--- src/hw/rtl/szt_pkg.sv ---
// shared types, register map and constants of the steering zero-torque calibration
package szt_pkg;

  localparam int unsigned ApbAddrW = 5;
  localparam int unsigned ApbDataW = 32;

  // register map: byte address is 4 * index
  typedef enum logic [2:0] {
    REG_TIMEOUT_MS  = 3'd0,
    REG_DRIVE_STOP  = 3'd1,
    REG_RETURN_IDLE = 3'd2,
    REG_RETURN_GAIN = 3'd3,
    REG_FULL_EFFORT = 3'd4,
    REG_INIT_ZT     = 3'd5
  } reg_idx_e;

  // calibration sequence phases
  typedef enum logic [2:0] {
    PH_IDLE      = 3'd0,
    PH_CCW_FIRST = 3'd1,
    PH_RETURN_A  = 3'd2,
    PH_CW        = 3'd3,
    PH_RETURN_B  = 3'd4,
    PH_CCW_LAST  = 3'd5,
    PH_ADJUST    = 3'd6
  } phase_e;

  typedef struct packed {
    logic        [15:0] timeout_ms;
    logic        [14:0] drive_stop_angle;
    logic        [14:0] return_idle_angle;
    logic        [15:0] return_gain;
    logic        [14:0] full_effort;
    logic signed [15:0] initial_zero_torque;
  } cfg_t;

  // reload of the zero torque offset on a write of its initial value
  typedef struct packed {
    logic               load;
    logic signed [15:0] value;
  } zt_load_t;

  localparam logic        [15:0] RstTimeoutMs  = 16'd5000;
  localparam logic        [14:0] RstDriveStop  = 15'd1065;
  localparam logic        [14:0] RstReturnIdle = 15'd0;
  localparam logic        [15:0] RstReturnGain = 16'd2000;
  localparam logic        [14:0] RstFullEffort = 15'd100;
  localparam logic signed [15:0] RstInitZt     = -16'sd30;

  // effort saturation
  localparam logic signed [15:0] EffortMax = 16'sd32767;
  localparam logic signed [15:0] EffortMin = -16'sd32767;

  // divide by ten: (x * Recip10) >> Recip10Shift is exact for x < 2^Div10InW
  localparam int unsigned      Div10InW     = 21;
  localparam int unsigned      Recip10Shift = 24;
  localparam logic [20:0]      Recip10      = 21'd1677722;
  localparam int unsigned      CorrW        = 18;

  localparam logic signed [15:0] ZtMax = 16'sd32767;
  localparam logic signed [15:0] ZtMin = -16'sd32768;

endpackage

--- src/hw/rtl/szt_if.sv ---
// valid/ready channels for control ticks and calibration results

interface szt_tick_if;
  logic               valid;
  logic               ready;
  logic        [31:0] time_ms;
  logic signed [15:0] wheel_angle;
  logic               start_request;

  modport source (output valid, time_ms, wheel_angle, start_request, input ready);
  modport sink   (input valid, time_ms, wheel_angle, start_request, output ready);
endinterface

interface szt_result_if;
  logic               valid;
  logic               ready;
  logic               busy_res;
  logic               effort_valid;
  logic signed [15:0] rotational_effort;
  logic               done_res;
  logic signed [15:0] zero_torque;

  modport source (output valid, busy_res, effort_valid, rotational_effort, done_res,
                  zero_torque, input ready);
  modport sink   (input valid, busy_res, effort_valid, rotational_effort, done_res,
                  zero_torque, output ready);
endinterface

--- src/hw/rtl/szt_apb_regs.sv ---
// apb configuration registers of the calibration sequencer
module szt_apb_regs (
  input  logic                         clk_i,
  input  logic                         rst_ni,
  input  logic                         psel,
  input  logic                         penable,
  input  logic                         pwrite,
  input  logic [szt_pkg::ApbAddrW-1:0] paddr,
  input  logic [szt_pkg::ApbDataW-1:0] pwdata,
  output logic [szt_pkg::ApbDataW-1:0] prdata,
  output logic                         pready,
  output szt_pkg::cfg_t                cfg_o,
  output szt_pkg::zt_load_t            zt_load_o
);
  import szt_pkg::*;

  cfg_t       cfg_q, cfg_d;
  logic       wr_en;
  reg_idx_e   idx;

  assign pready = 1'b1;
  assign wr_en  = psel && penable && pwrite;
  assign idx    = reg_idx_e'(paddr[ApbAddrW-1:2]);

  always_comb begin
    cfg_d = cfg_q;
    if (wr_en) begin
      case (idx)
        REG_TIMEOUT_MS:  cfg_d.timeout_ms          = pwdata[15:0];
        REG_DRIVE_STOP:  cfg_d.drive_stop_angle    = pwdata[14:0];
        REG_RETURN_IDLE: cfg_d.return_idle_angle   = pwdata[14:0];
        REG_RETURN_GAIN: cfg_d.return_gain         = pwdata[15:0];
        REG_FULL_EFFORT: cfg_d.full_effort         = pwdata[14:0];
        REG_INIT_ZT:     cfg_d.initial_zero_torque = $signed(pwdata[15:0]);
        default: ;
      endcase
    end
  end

  always_ff @(posedge clk_i or negedge rst_ni) begin
    if (!rst_ni) begin
      cfg_q.timeout_ms          <= RstTimeoutMs;
      cfg_q.drive_stop_angle    <= RstDriveStop;
      cfg_q.return_idle_angle   <= RstReturnIdle;
      cfg_q.return_gain         <= RstReturnGain;
      cfg_q.full_effort         <= RstFullEffort;
      cfg_q.initial_zero_torque <= RstInitZt;
    end else begin
      cfg_q <= cfg_d;
    end
  end

  // writing the initial offset also reloads the live offset
  assign zt_load_o.load  = wr_en && (idx == REG_INIT_ZT);
  assign zt_load_o.value = $signed(pwdata[15:0]);

  always_comb begin
    case (idx)
      REG_TIMEOUT_MS:  prdata = {16'd0, cfg_q.timeout_ms};
      REG_DRIVE_STOP:  prdata = {17'd0, cfg_q.drive_stop_angle};
      REG_RETURN_IDLE: prdata = {17'd0, cfg_q.return_idle_angle};
      REG_RETURN_GAIN: prdata = {16'd0, cfg_q.return_gain};
      REG_FULL_EFFORT: prdata = {17'd0, cfg_q.full_effort};
      REG_INIT_ZT:     prdata = {{16{cfg_q.initial_zero_torque[15]}},
                                 cfg_q.initial_zero_torque};
      default:         prdata = '0;
    endcase
  end

  assign cfg_o = cfg_q;

endmodule

--- src/hw/rtl/steering_zero_torque_calibration.sv ---
// top level of the steering zero-torque calibration sequencer
//
// Each word on tick_i is one control tick (timestamp in ms, wheel angle in Q13 radians,
// start request) and yields exactly one word on result_o: busy flag, effort command
// with its valid flag, done pulse and the current zero torque offset. A start request
// launches a run that drives counter-clockwise, returns proportionally, drives
// clockwise, returns again and drives counter-clockwise once more; the clockwise and
// last counter-clockwise drive times set a correction round((cw - ccw) / 10) that is
// added, saturating, to the offset before the run repeats from the first return, and
// a zero correction ends the run with done. The block takes one tick per clock cycle
// back to back while result_o is ready; a result stall holds the tick in the input
// register. A tick passes the input register, then the result register, and the
// sequencer state is read and rewritten for every tick. Configuration goes through the
// apb port at byte address 4*index and should only be written while no tick is in
// flight; writing the initial offset also reloads the live offset at once.
module steering_zero_torque_calibration (
  input  logic                         clk_i,
  input  logic                         rst_ni,
  szt_tick_if.sink                     tick_i,
  szt_result_if.source                 result_o,
  input  logic                         psel,
  input  logic                         penable,
  input  logic                         pwrite,
  input  logic [szt_pkg::ApbAddrW-1:0] paddr,
  input  logic [szt_pkg::ApbDataW-1:0] pwdata,
  output logic [szt_pkg::ApbDataW-1:0] prdata,
  output logic                         pready
);
  import szt_pkg::*;

  cfg_t     cfg;
  zt_load_t zt_load;

  szt_apb_regs u_regs (
    .clk_i     (clk_i),
    .rst_ni    (rst_ni),
    .psel      (psel),
    .penable   (penable),
    .pwrite    (pwrite),
    .paddr     (paddr),
    .pwdata    (pwdata),
    .prdata    (prdata),
    .pready    (pready),
    .cfg_o     (cfg),
    .zt_load_o (zt_load)
  );

  // ---------------------------------------------------------------------------
  // input register
  // ---------------------------------------------------------------------------
  logic               in_vld_q;
  logic        [31:0] t_q;
  logic signed [15:0] ang_q;
  logic               start_q;
  logic               out_vld_q;
  logic               out_free;
  logic               fire;
  logic               take;

  // result slot is free when empty or being drained this cycle
  assign out_free     = !out_vld_q || result_o.ready;
  assign fire         = in_vld_q && out_free;
  assign tick_i.ready = !in_vld_q || out_free;
  assign take         = tick_i.valid && tick_i.ready;

  always_ff @(posedge clk_i or negedge rst_ni) begin
    if (!rst_ni) begin
      in_vld_q <= 1'b0;
    end else if (take) begin
      in_vld_q <= 1'b1;
    end else if (fire) begin
      in_vld_q <= 1'b0;
    end
  end

  always_ff @(posedge clk_i) begin
    if (take) begin
      t_q     <= tick_i.time_ms;
      ang_q   <= tick_i.wheel_angle;
      start_q <= tick_i.start_request;
    end
  end

  // ---------------------------------------------------------------------------
  // sequencer state
  // ---------------------------------------------------------------------------
  phase_e             phase_q, phase_d;
  logic               active_q, active_d;
  logic        [31:0] pstart_q, pstart_d;
  logic        [31:0] cw_q, cw_d;
  logic        [31:0] ccw_q, ccw_d;
  logic signed [15:0] zt_q, zt_d;

  // ---------------------------------------------------------------------------
  // per-tick datapath pieces
  // ---------------------------------------------------------------------------
  logic        [15:0] mag;
  logic        [31:0] el_old;
  logic               tmo_old;
  logic               big;
  logic               near_zero;
  logic signed [15:0] full_s;

  assign mag       = ang_q[15] ? 16'(-ang_q) : 16'(ang_q);
  assign el_old    = t_q - pstart_q;
  assign tmo_old   = el_old > {16'd0, cfg.timeout_ms};
  assign big       = mag > {1'b0, cfg.drive_stop_angle};
  assign near_zero = mag < {1'b0, cfg.return_idle_angle};
  assign full_s    = $signed({1'b0, cfg.full_effort});

  // proportional return effort: floor(-(angle * gain) / 2^13), saturated
  logic signed [32:0] ret_prod;
  logic signed [33:0] ret_neg;
  logic signed [20:0] ret_shr;
  logic signed [15:0] ret_eff;

  assign ret_prod = ang_q * $signed({1'b0, cfg.return_gain});
  assign ret_neg  = 34'sd0 - 34'(ret_prod);
  assign ret_shr  = ret_neg[33:13];

  always_comb begin
    if (ret_shr > 21'(EffortMax)) begin
      ret_eff = EffortMax;
    end else if (ret_shr < 21'(EffortMin)) begin
      ret_eff = EffortMin;
    end else begin
      ret_eff = ret_shr[15:0];
    end
  end

  // ---------------------------------------------------------------------------
  // tick update: phases run in sequence order, later ones in the same tick
  // after a phase change
  // ---------------------------------------------------------------------------
  logic               fresh;      // phase started on this tick, elapsed is zero
  logic        [31:0] el;
  logic               tmo;
  logic               eff_vld;
  logic signed [15:0] eff;
  logic               done;

  // correction datapath, fed from the values seen at the adjust step
  logic        [31:0] adj_cw;
  logic        [31:0] adj_ccw;
  logic signed [32:0] diff;
  logic        [32:0] diff_abs;
  logic        [33:0] round_in;
  logic        [Div10InW-1:0] div_in;
  logic        [Div10InW+20:0] div_prod;
  logic        [CorrW-1:0]    corr_mag;
  logic signed [19:0] zt_sum;
  logic signed [15:0] zt_sat;

  assign diff     = $signed({1'b0, adj_cw}) - $signed({1'b0, adj_ccw});
  assign diff_abs = diff[32] ? 33'(-diff) : 33'(diff);
  assign round_in = {1'b0, diff_abs} + 34'd5;
  // anything this large saturates the offset anyway
  assign div_in   = (|round_in[33:Div10InW]) ? '1 : round_in[Div10InW-1:0];
  assign div_prod = div_in * Recip10;
  assign corr_mag = div_prod[Recip10Shift +: CorrW];
  assign zt_sum   = diff[32] ? (20'(zt_q) - $signed({2'b00, corr_mag}))
                             : (20'(zt_q) + $signed({2'b00, corr_mag}));

  always_comb begin
    if (zt_sum > 20'(ZtMax)) begin
      zt_sat = ZtMax;
    end else if (zt_sum < 20'(ZtMin)) begin
      zt_sat = ZtMin;
    end else begin
      zt_sat = zt_sum[15:0];
    end
  end

  always_comb begin
    phase_d  = phase_q;
    active_d = active_q || start_q;
    pstart_d = pstart_q;
    cw_d     = cw_q;
    ccw_d    = ccw_q;
    zt_d     = zt_q;
    fresh    = 1'b0;
    eff_vld  = 1'b0;
    eff      = '0;
    done     = 1'b0;
    el       = el_old;
    tmo      = tmo_old;
    adj_cw   = cw_q;
    adj_ccw  = ccw_q;

    if (active_d) begin
      if (phase_d == PH_IDLE) begin
        pstart_d = t_q;
        cw_d     = '0;
        ccw_d    = '0;
        phase_d  = PH_CCW_FIRST;
        fresh    = 1'b1;
      end

      if (phase_d == PH_CCW_FIRST) begin
        el      = fresh ? 32'd0 : el_old;
        tmo     = fresh ? 1'b0 : tmo_old;
        eff     = -full_s;
        eff_vld = 1'b1;
        if (big || tmo) begin
          ccw_d    = el;
          pstart_d = t_q;
          phase_d  = PH_RETURN_A;
          fresh    = 1'b1;
        end
      end

      if (phase_d == PH_RETURN_A || phase_d == PH_RETURN_B) begin
        tmo     = fresh ? 1'b0 : tmo_old;
        eff_vld = 1'b1;
        if (near_zero || tmo) begin
          eff = '0;
          if (tmo) begin
            pstart_d = t_q;
            phase_d  = (phase_d == PH_RETURN_A) ? PH_CW : PH_CCW_LAST;
            fresh    = 1'b1;
          end
        end else begin
          eff = ret_eff;
        end
      end

      if (phase_d == PH_CW) begin
        el      = fresh ? 32'd0 : el_old;
        tmo     = fresh ? 1'b0 : tmo_old;
        eff     = full_s;
        eff_vld = 1'b1;
        if (big || tmo) begin
          cw_d     = el;
          pstart_d = t_q;
          phase_d  = PH_RETURN_B;
          fresh    = 1'b1;
          // second return runs at once with zero elapsed time
          eff      = near_zero ? 16'sd0 : ret_eff;
        end
      end

      if (phase_d == PH_CCW_LAST) begin
        el      = fresh ? 32'd0 : el_old;
        tmo     = fresh ? 1'b0 : tmo_old;
        eff     = -full_s;
        eff_vld = 1'b1;
        if (big || tmo) begin
          ccw_d    = el;
          pstart_d = t_q;
          phase_d  = PH_ADJUST;
          fresh    = 1'b1;
        end
      end

      if (phase_d == PH_ADJUST) begin
        adj_cw  = cw_d;
        adj_ccw = ccw_d;
        if (corr_mag == '0) begin
          phase_d  = PH_IDLE;
          active_d = 1'b0;
          done     = 1'b1;
        end else begin
          zt_d    = zt_sat;
          phase_d = PH_RETURN_A;
        end
      end
    end
  end

  always_ff @(posedge clk_i or negedge rst_ni) begin
    if (!rst_ni) begin
      phase_q  <= PH_IDLE;
      active_q <= 1'b0;
      pstart_q <= '0;
      cw_q     <= '0;
      ccw_q    <= '0;
      zt_q     <= RstInitZt;
    end else if (zt_load.load) begin
      zt_q <= zt_load.value;
    end else if (fire) begin
      phase_q  <= phase_d;
      active_q <= active_d;
      pstart_q <= pstart_d;
      cw_q     <= cw_d;
      ccw_q    <= ccw_d;
      zt_q     <= zt_d;
    end
  end

  // ---------------------------------------------------------------------------
  // result register
  // ---------------------------------------------------------------------------
  logic               busy_q;
  logic               eff_vld_q;
  logic signed [15:0] eff_q;
  logic               done_q;
  logic signed [15:0] zt_out_q;

  always_ff @(posedge clk_i or negedge rst_ni) begin
    if (!rst_ni) begin
      out_vld_q <= 1'b0;
    end else if (fire) begin
      out_vld_q <= 1'b1;
    end else if (result_o.ready) begin
      out_vld_q <= 1'b0;
    end
  end

  always_ff @(posedge clk_i) begin
    if (fire) begin
      busy_q    <= active_d;
      eff_vld_q <= eff_vld;
      eff_q     <= eff_vld ? eff : 16'sd0;
      done_q    <= done;
      zt_out_q  <= zt_d;
    end
  end

  assign result_o.valid             = out_vld_q;
  assign result_o.busy_res          = busy_q;
  assign result_o.effort_valid      = eff_vld_q;
  assign result_o.rotational_effort = eff_q;
  assign result_o.done_res          = done_q;
  assign result_o.zero_torque       = zt_out_q;

endmodule

--- src/flat_wrapper.sv ---
// flat-port wrapper written by rule: the top's interface ports become plain ports
module steering_zero_torque_calibration_flat import szt_pkg::*;
  (clk_i, rst_ni, psel, penable, pwrite, paddr, pwdata, prdata, pready, tick_i_valid, tick_i_time_ms, tick_i_wheel_angle, tick_i_start_request, tick_i_ready, result_o_valid, result_o_busy_res, result_o_effort_valid, result_o_rotational_effort, result_o_done_res, result_o_zero_torque, result_o_ready);
  szt_tick_if tick_i_i ();
  szt_result_if result_o_i ();
  input  logic clk_i;
  input  logic rst_ni;
  input  logic psel;
  input  logic penable;
  input  logic pwrite;
  input  logic [szt_pkg::ApbAddrW-1:0] paddr;
  input  logic [szt_pkg::ApbDataW-1:0] pwdata;
  output logic [szt_pkg::ApbDataW-1:0] prdata;
  output logic pready;
  input wire logic [$bits(tick_i_i.valid)-1:0] tick_i_valid;
  input wire logic [$bits(tick_i_i.time_ms)-1:0] tick_i_time_ms;
  input wire logic [$bits(tick_i_i.wheel_angle)-1:0] tick_i_wheel_angle;
  input wire logic [$bits(tick_i_i.start_request)-1:0] tick_i_start_request;
  output wire logic [$bits(tick_i_i.ready)-1:0] tick_i_ready;
  output wire logic [$bits(result_o_i.valid)-1:0] result_o_valid;
  output wire logic [$bits(result_o_i.busy_res)-1:0] result_o_busy_res;
  output wire logic [$bits(result_o_i.effort_valid)-1:0] result_o_effort_valid;
  output wire logic [$bits(result_o_i.rotational_effort)-1:0] result_o_rotational_effort;
  output wire logic [$bits(result_o_i.done_res)-1:0] result_o_done_res;
  output wire logic [$bits(result_o_i.zero_torque)-1:0] result_o_zero_torque;
  input wire logic [$bits(result_o_i.ready)-1:0] result_o_ready;
  assign tick_i_i.valid = tick_i_valid;
  assign tick_i_i.time_ms = tick_i_time_ms;
  assign tick_i_i.wheel_angle = tick_i_wheel_angle;
  assign tick_i_i.start_request = tick_i_start_request;
  assign tick_i_ready = tick_i_i.ready;
  assign result_o_valid = result_o_i.valid;
  assign result_o_busy_res = result_o_i.busy_res;
  assign result_o_effort_valid = result_o_i.effort_valid;
  assign result_o_rotational_effort = result_o_i.rotational_effort;
  assign result_o_done_res = result_o_i.done_res;
  assign result_o_zero_torque = result_o_i.zero_torque;
  assign result_o_i.ready = result_o_ready;
  steering_zero_torque_calibration u_core (.clk_i(clk_i), .rst_ni(rst_ni), .tick_i(tick_i_i), .result_o(result_o_i), .psel(psel), .penable(penable), .pwrite(pwrite), .paddr(paddr), .pwdata(pwdata), .prdata(prdata), .pready(pready));
endmodule
--- config.mk ---
export PLATFORM = sky130hd
export DESIGN_NAME = steering_zero_torque_calibration_flat
export DESIGN_NICKNAME = d
export VERILOG_FILES = /design/src/hw/rtl/szt_pkg.sv /design/src/hw/rtl/szt_if.sv /design/src/hw/rtl/szt_apb_regs.sv /design/src/hw/rtl/steering_zero_torque_calibration.sv /design/src/flat_wrapper.sv
export SDC_FILE = /design/constraint.sdc
export NUM_CORES = 2
export LEC_CHECK = 0
export BUFFER_PORTS_ARGS = -buffer_cell sky130_fd_sc_hd__buf_2
export CAP_MARGIN = 20
export CORE_MARGIN = 2
export CORE_UTILIZATION = 35
export DETAILED_ROUTE_END_ITERATION = 12
export PLACE_DENSITY_LB_ADDON = 0.12
export SLEW_MARGIN = 0
export SYNTH_ARGS = -nofsm -noshare
export SYNTH_HDL_FRONTEND = slang
export SYNTH_SLANG_ARGS = --single-unit
--- constraint.sdc ---
create_clock -name clk_i -period 28.8 [get_ports clk_i]
set_clock_uncertainty 0.05 [all_clocks]
set_input_delay 2.88 -clock clk_i [delete_from_list [all_inputs] [get_ports clk_i]]
set_output_delay 2.88 -clock clk_i [all_outputs]
set_load 0.005 [all_outputs]
== Word-level counts from Yosys, hierarchy flattened ==
Index checks and enable logic that the tools add are counted.
Storage, ports and cells
  flip-flop bits (word level): 295
  latch bits: 0
  RAM bits: 0
  bits in read-only memories: 0
  input port bits: 93
  output and inout port bits: 70
  memories: 0
Operators by class
  add/subtract/negate cells: 9
  multiply operators: 2
  div/mod/pow operators: 0
  magnitude comparators: 7
  equal/unequal tests: 11
  shift-type cells: 0
  multiplexer cells: 94
  bitwise logic cells: 1
  reduce and logical (&&, ||, !) cells: 32
Operators by type and width (number)
  $mux 32: 26
  $mux 16: 17
  $pmux 32 s6: 1
  $mux 3: 17
  $mul 21x20->41 const B: 1
  $add 33x3->34 const B: 1
  $sub 1x33->34 const A: 1
  $mul 16x17->33: 1
  $mux 33: 1
  $neg 33->33: 1
  $sub 32x32->33: 1
  $gt 32x16->1: 1
  $sub 32x32->32: 1
  $mux 1: 29
  $gt 21x16->1 const B: 1
  $lt 21x16->1 const B: 1
  $mux 21: 1
  $add 16x19->20: 1
  $gt 20x16->1 const B: 1
  $lt 20x16->1 const B: 1
  $mux 20: 1
  $sub 16x19->20: 1
  $logic_not 18->1: 1
  $reduce_and 2->1: 9
  other kinds (16): 39

== Logic depth before layout (Yosys ltp) ==
  word-level depth: 43
  gate-level depth with buffers: 109
  gate-level depth less buffers: 104

== Modules after synthesis ==
From an unflattened synthesis, not the netlist that was laid out.
Second synthesis, totals
  cell total of the unflattened synthesis: 4280
  area, all modules: 38934.8 µm²
Modules (own cells, without submodules)
  steering_zero_torque_calibration: instances 1, cells each 3935, area each 34305.4 µm², sequential area each 5490.3 µm²
  szt_apb_regs: instances 1, cells each 345, area each 4629.4 µm², sequential area each 2364.8 µm²

== Least setup slack after synthesis ==
OpenSTA, ideal clock, no wires.
  path kind: flip-flop to flip-flop
  start: register u_core.pstart_q[1]
  end: register u_core.zt_out_q[2], in the netlist u_core.result_o.zero_torque[2] (data pin)
  setup time: 0.146 ns
  arrival: 20.287 ns
  data required time: 28.604 ns
  setup slack: 8.317 ns
  cell stages (with the launch flop): 100
  buffers on the path: 5
  period minus slack after synthesis: 20.483 ns
  cell sequence: dfrtp_1 inv_1 ha_1 nor2b_1 o21ai_0 a21boi_0 o21ai_0 a21boi_0 o21ai_0 a21oi_1 o31a_1 nor2_1 xnor2_1 ha_1 nor2b_1 o21ai_0 nand2b_1 a21oi_1 (+64 left out) o21ai_0 a21boi_0 o21ai_0 a21boi_0 o21ai_0 a21boi_0 o21ai_0 a21boi_0 o21ai_0 a21oi_1 mux2i_1 nand2_1 and3_1 a211o_1 nor3b_1 clkbuf_1 o21ai_0 a21oi_1
On the way
  cells in the longest elaborated chain, start to end: 40
  elaborated cells between the ends (all ways): 71
  classes of those cells: add/sub (6); mul (1); order compare (3); eq/ne (5); mux (49); reduce/logical (7)
Ends and longest elaborated chain
  from (decl): RTL line steering_zero_torque_calibration.sv:89  | logic [31:0] pstart_q, pstart_d;
  from (signal assigned): RTL line steering_zero_torque_calibration.sv:283  | pstart_q <= pstart_d;
  $sub 32x32->32 (*): RTL line steering_zero_torque_calibration.sv:105  | assign el_old = t_q - pstart_q;
  parallel branches: the longest is 37 deep, another holds $gt 32x16->1
  $mux 16 (*): RTL line steering_zero_torque_calibration.sv:255  | if (phase_d == PH_ADJUST) begin
  $mux 16 (*): RTL line steering_zero_torque_calibration.sv:190  | if (active_d) begin
  net u_core.zt_d[2]: RTL line steering_zero_torque_calibration.sv:92  | logic signed [15:0] zt_q, zt_d;
  to (signal assigned): RTL line steering_zero_torque_calibration.sv:315  | zt_out_q <= zt_d;
  to (decl): RTL line steering_zero_torque_calibration.sv:297  | logic signed [15:0] zt_out_q;
Mark *: on every way through the listed nets, which the timed path passes. The select of a mux whose other input is x is not followed.
A chain may end at the register's enable or synchronous reset.

== Worst setup path in the final report ==
  start: register u_core.t_q[1]
  end: register u_core.zt_out_q[6], in the netlist u_core.result_o.zero_torque[6] (data pin)
On the way
  cells in the longest elaborated chain, start to end: 40
  elaborated cells between the ends (all ways): 71
  classes of those cells: add/sub (6); mul (1); order compare (3); eq/ne (5); mux (49); reduce/logical (7)
Ends and longest elaborated chain
  from (decl): RTL line steering_zero_torque_calibration.sv:52  | logic [31:0] t_q;
  from (signal assigned): RTL line steering_zero_torque_calibration.sv:78  | t_q <= tick_i.time_ms;
  $sub 32x32->32 (*): RTL line steering_zero_torque_calibration.sv:105
  parallel branches: the longest is 37 deep, another holds $gt 32x16->1
  $mux 16 (*): RTL line steering_zero_torque_calibration.sv:255
  $mux 16 (*): RTL line steering_zero_torque_calibration.sv:190
  net u_core.zt_d[6]: RTL line steering_zero_torque_calibration.sv:92
Marks and branches as above.

==> results.cfg <==
[placed_design]
place_congestion = 0.894
dp_hpwl_um = 92100
io_buffers = 143
pre_cts_slack_ns = 2.07

[sta]
fin_ws_ns = 3.60
grt_setup_unrepaired = no
fin_hold_ws_ns = 0.410
tns_ns = 0
fmax_mhz = 39.7
relSlewSlack_pct = 28.6
hold_viol_final = 0
finalSetupViolations = 0
slew_violations = 0
worst_slew_pin_slew_ns = 1.07
min_period_ns = 25.20
fin_crit_sh_pct = 87.5

[cts]
clock-sinks = 295
clock_latency_ns = 0.59
cts_max_level = 2
tritoncts = built
cts_root_buf = clkbuf_16
numCtsBuffers = 40
hold_buffers = 0
clk_pin_slew_ns = 0.05
cts_buffer_depth = 3
cts_resized = 0
cts_setup_buffers = 0

[setup_path]
critPathRequiredTime_ns = 29.04
critPathTopFamily = simple AND/OR/NAND/NOR gates
cpMaxStageDelayCell = nor4b_2
crit_path_frequent_cell = o21ai_0
rr_endpoint = u_core.result_o.zero_torque[6]
reg2reg_depth = 99
arrival_ns = 25.44
cp_num_buf_inv = 4
worst_setup_path_start_kind = flop
reg2reg_slack_ns = 3.60
criticalPathCategory = flop to flop
setup.worst_path.end_class = flop
crit_fanout = 32
r2r-start = u_core.t_q[1]
critPathMaxStageDelay_ns = 0.90

[yosys]
yosys.area.top_type = fa_1
syn_avg_cell_area_um2 = 8.90
synthTopCellsByCount = inv_1 (592), ha_1 (479), nand2_1 (443)
synth_edf_count = 84
ys_top_cells_by_area = fa_1 (18%), ha_1 (16%), dfrtp_1 (11%), edfxtp_1 (6.5%), inv_1 (5.8%)
ys_types = 116
yosys_warnings = 0
yosysMostFrequentCell = inv_1
syn_inst = 4332
ys.flop_type = dfrtp_1
synth.ff_latch_count = 295
yosysSeqAreaShare_pct = 20.4
async_flop_share_pct = 71.5
synth_top_area_share_pct = 17.6
syn-cell-area_um2 = 38500
synth_fp_nets = 5243

[floorplanning]
rows = 121
ios = 163
die-area_um2 = 113000
die_h_um = 336
core_area_um2 = 109000
start_util_pct = 35.4
dieWidth_um = 336

[cells_and_area]
nNetsFinal = 5253
n_fill_cell = 11300
syn2layout_area_growth_pct = 8.41
drive_gt1_share_pct = 9.44
multiInputGateArea_um2 = 27600
ff_latch_area_um2 = 7860

[routing]
drc = 0
vias = 30400
drtIter0Drc = 1846
postRouteAntennaNets = 0
dr.pass1.iters = 5
via_per_inst = 5.25
post_drt_wl_per_cell_um = 19.9
finalWirelength_um = 115000

[outcome]
status = finished, final reports clean

[grt]
grt_first_pass_wirelength_um = 180000
gr-total-overflow = 0
antenna_found_initial = 9
grt_pass1_vias = 30200
grt_start_max_net_pins = 96
grt_usage_pct = 20.5

[worst_hold_path]
hold_class = flop to flop
hold_depth = 2
worstHoldStart = u_core.u_regs.cfg_o[9]
holdPathEnd = u_core.u_regs.cfg_o[9]

[flow_run]
drv_cap = 0
[placed cells by master (no fill, tap or decap), types with 20 or more instances in the layout]
| cell | n |
|---|---|
| nand3_1 | 87 |
| mux2i_1 | 33 |
| mux2_2 | 53 |
| clkbuf_16 | 41 |
| a31oi_1 | 44 |
| nor2_1 | 210 |
| ha_1 | 479 |
| nor3_1 | 55 |
| a22o_1 | 57 |
| dfstp_2 | 42 |
| xnor2_1 | 115 |
| nor2b_1 | 54 |
| a21o_1 | 78 |
| and3_1 | 38 |
| nand4_1 | 39 |
| xor2_1 | 59 |
| o31ai_1 | 28 |
| o21a_1 | 27 |
| edfxtp_1 | 84 |
| dfrtp_1 | 169 |
| a21oi_1 | 172 |
| o22ai_1 | 20 |
| and2_1 | 120 |
| buf_4 | 44 |
| nand2b_1 | 48 |
| o21ai_0 | 219 |
| inv_1 | 592 |
| a22oi_1 | 31 |
| fa_1 | 339 |
| o211ai_1 | 45 |
| nand2_1 | 443 |
| or3_1 | 38 |
| buf_2 | 142 |
[cell families after synthesis]
group	Yosys count	share of synthesized area [%]
mux	94	2.84
compound gates	904	15.7
flops	295	20.4
xor+xnor	174	3.95
simple gates	1231	15.8
other cells	1	0.00973
fa+ha+maj	819	33.2
buf+inv	814	8.17
[per-stage QoR]
stage	util (%)	area (µm²)	std cells
floorplan	-	38500	4332
global placement	37.2	40500	5711
detailed placement	37.2	40500	5711
CTS	38.3	41800	5784
global route	38.3	41800	5788
finish	38.3	41800	5789
[flip-flops by register name, indices dropped and copies added (netlist names), 3 cells and up]
register / flops
u_core.u_regs.cfg_o: 93
u_core.pstart_q: 32
u_core.t_q: 32
u_core.zt_q: 16
u_core.phase_q: 3
u_core.ang_q: 16
u_core.result_o.rotational_effort: 16
u_core.ccw_q: 32
u_core.cw_q: 32
u_core.result_o.zero_torque: 16
[routing by layer]
layer  share of wire (%)  track usage, %
met5               0.032               0
met1                  48            29.3
met2                  45            32.9
met4                 2.5            5.39
met3                 4.3            2.28
[worst register-to-register path: cells and delay by family (launching register included)]
family,cells,cell delay (ns)
muxes,2,0.93
xor gates and xnor gates,3,0.81
buffers and inverters,4,0.91
and+or+nand+nor,34,8.09
adders and majority gates,14,5.78
DFF,1,0.45
AOI/OAI and AO/OA,42,7.90
[worst max path at each step]
stage	to	cells past startpoint	slack, ns	startpoint
2_1_floorplan	u_core.result_o.zero_torque[2]	99	8.32	u_core.pstart_q[1]
4_1_cts	u_core.zt_q[0]	98	2.00	u_core.t_q[1]
5_1_grt	u_core.result_o.zero_torque[6]	102	1.14	u_core.t_q[1]
3_5_place_dp	u_core.zt_q[0]	101	2.07	u_core.t_q[1]
6_report	u_core.result_o.zero_torque[6]	99	3.60	u_core.t_q[1]
3_3_place_gp	u_core.result_o.zero_torque[3]	101	2.05	u_core.t_q[1]
[final cells by class]
type	instances	area share, %
clock inverter	19	0.353
timing repair buffer	188	2.55
multi-input combinational	3223	66.1
tap	1414	4.23
antenna	2	0.0120
clock buffer	54	2.62
inverter	594	5.34
sequential	295	18.8
Power is left out: the tool's default activity adds up to more than one toggle a clock period on the data nets, which glitch-free logic cannot reach.
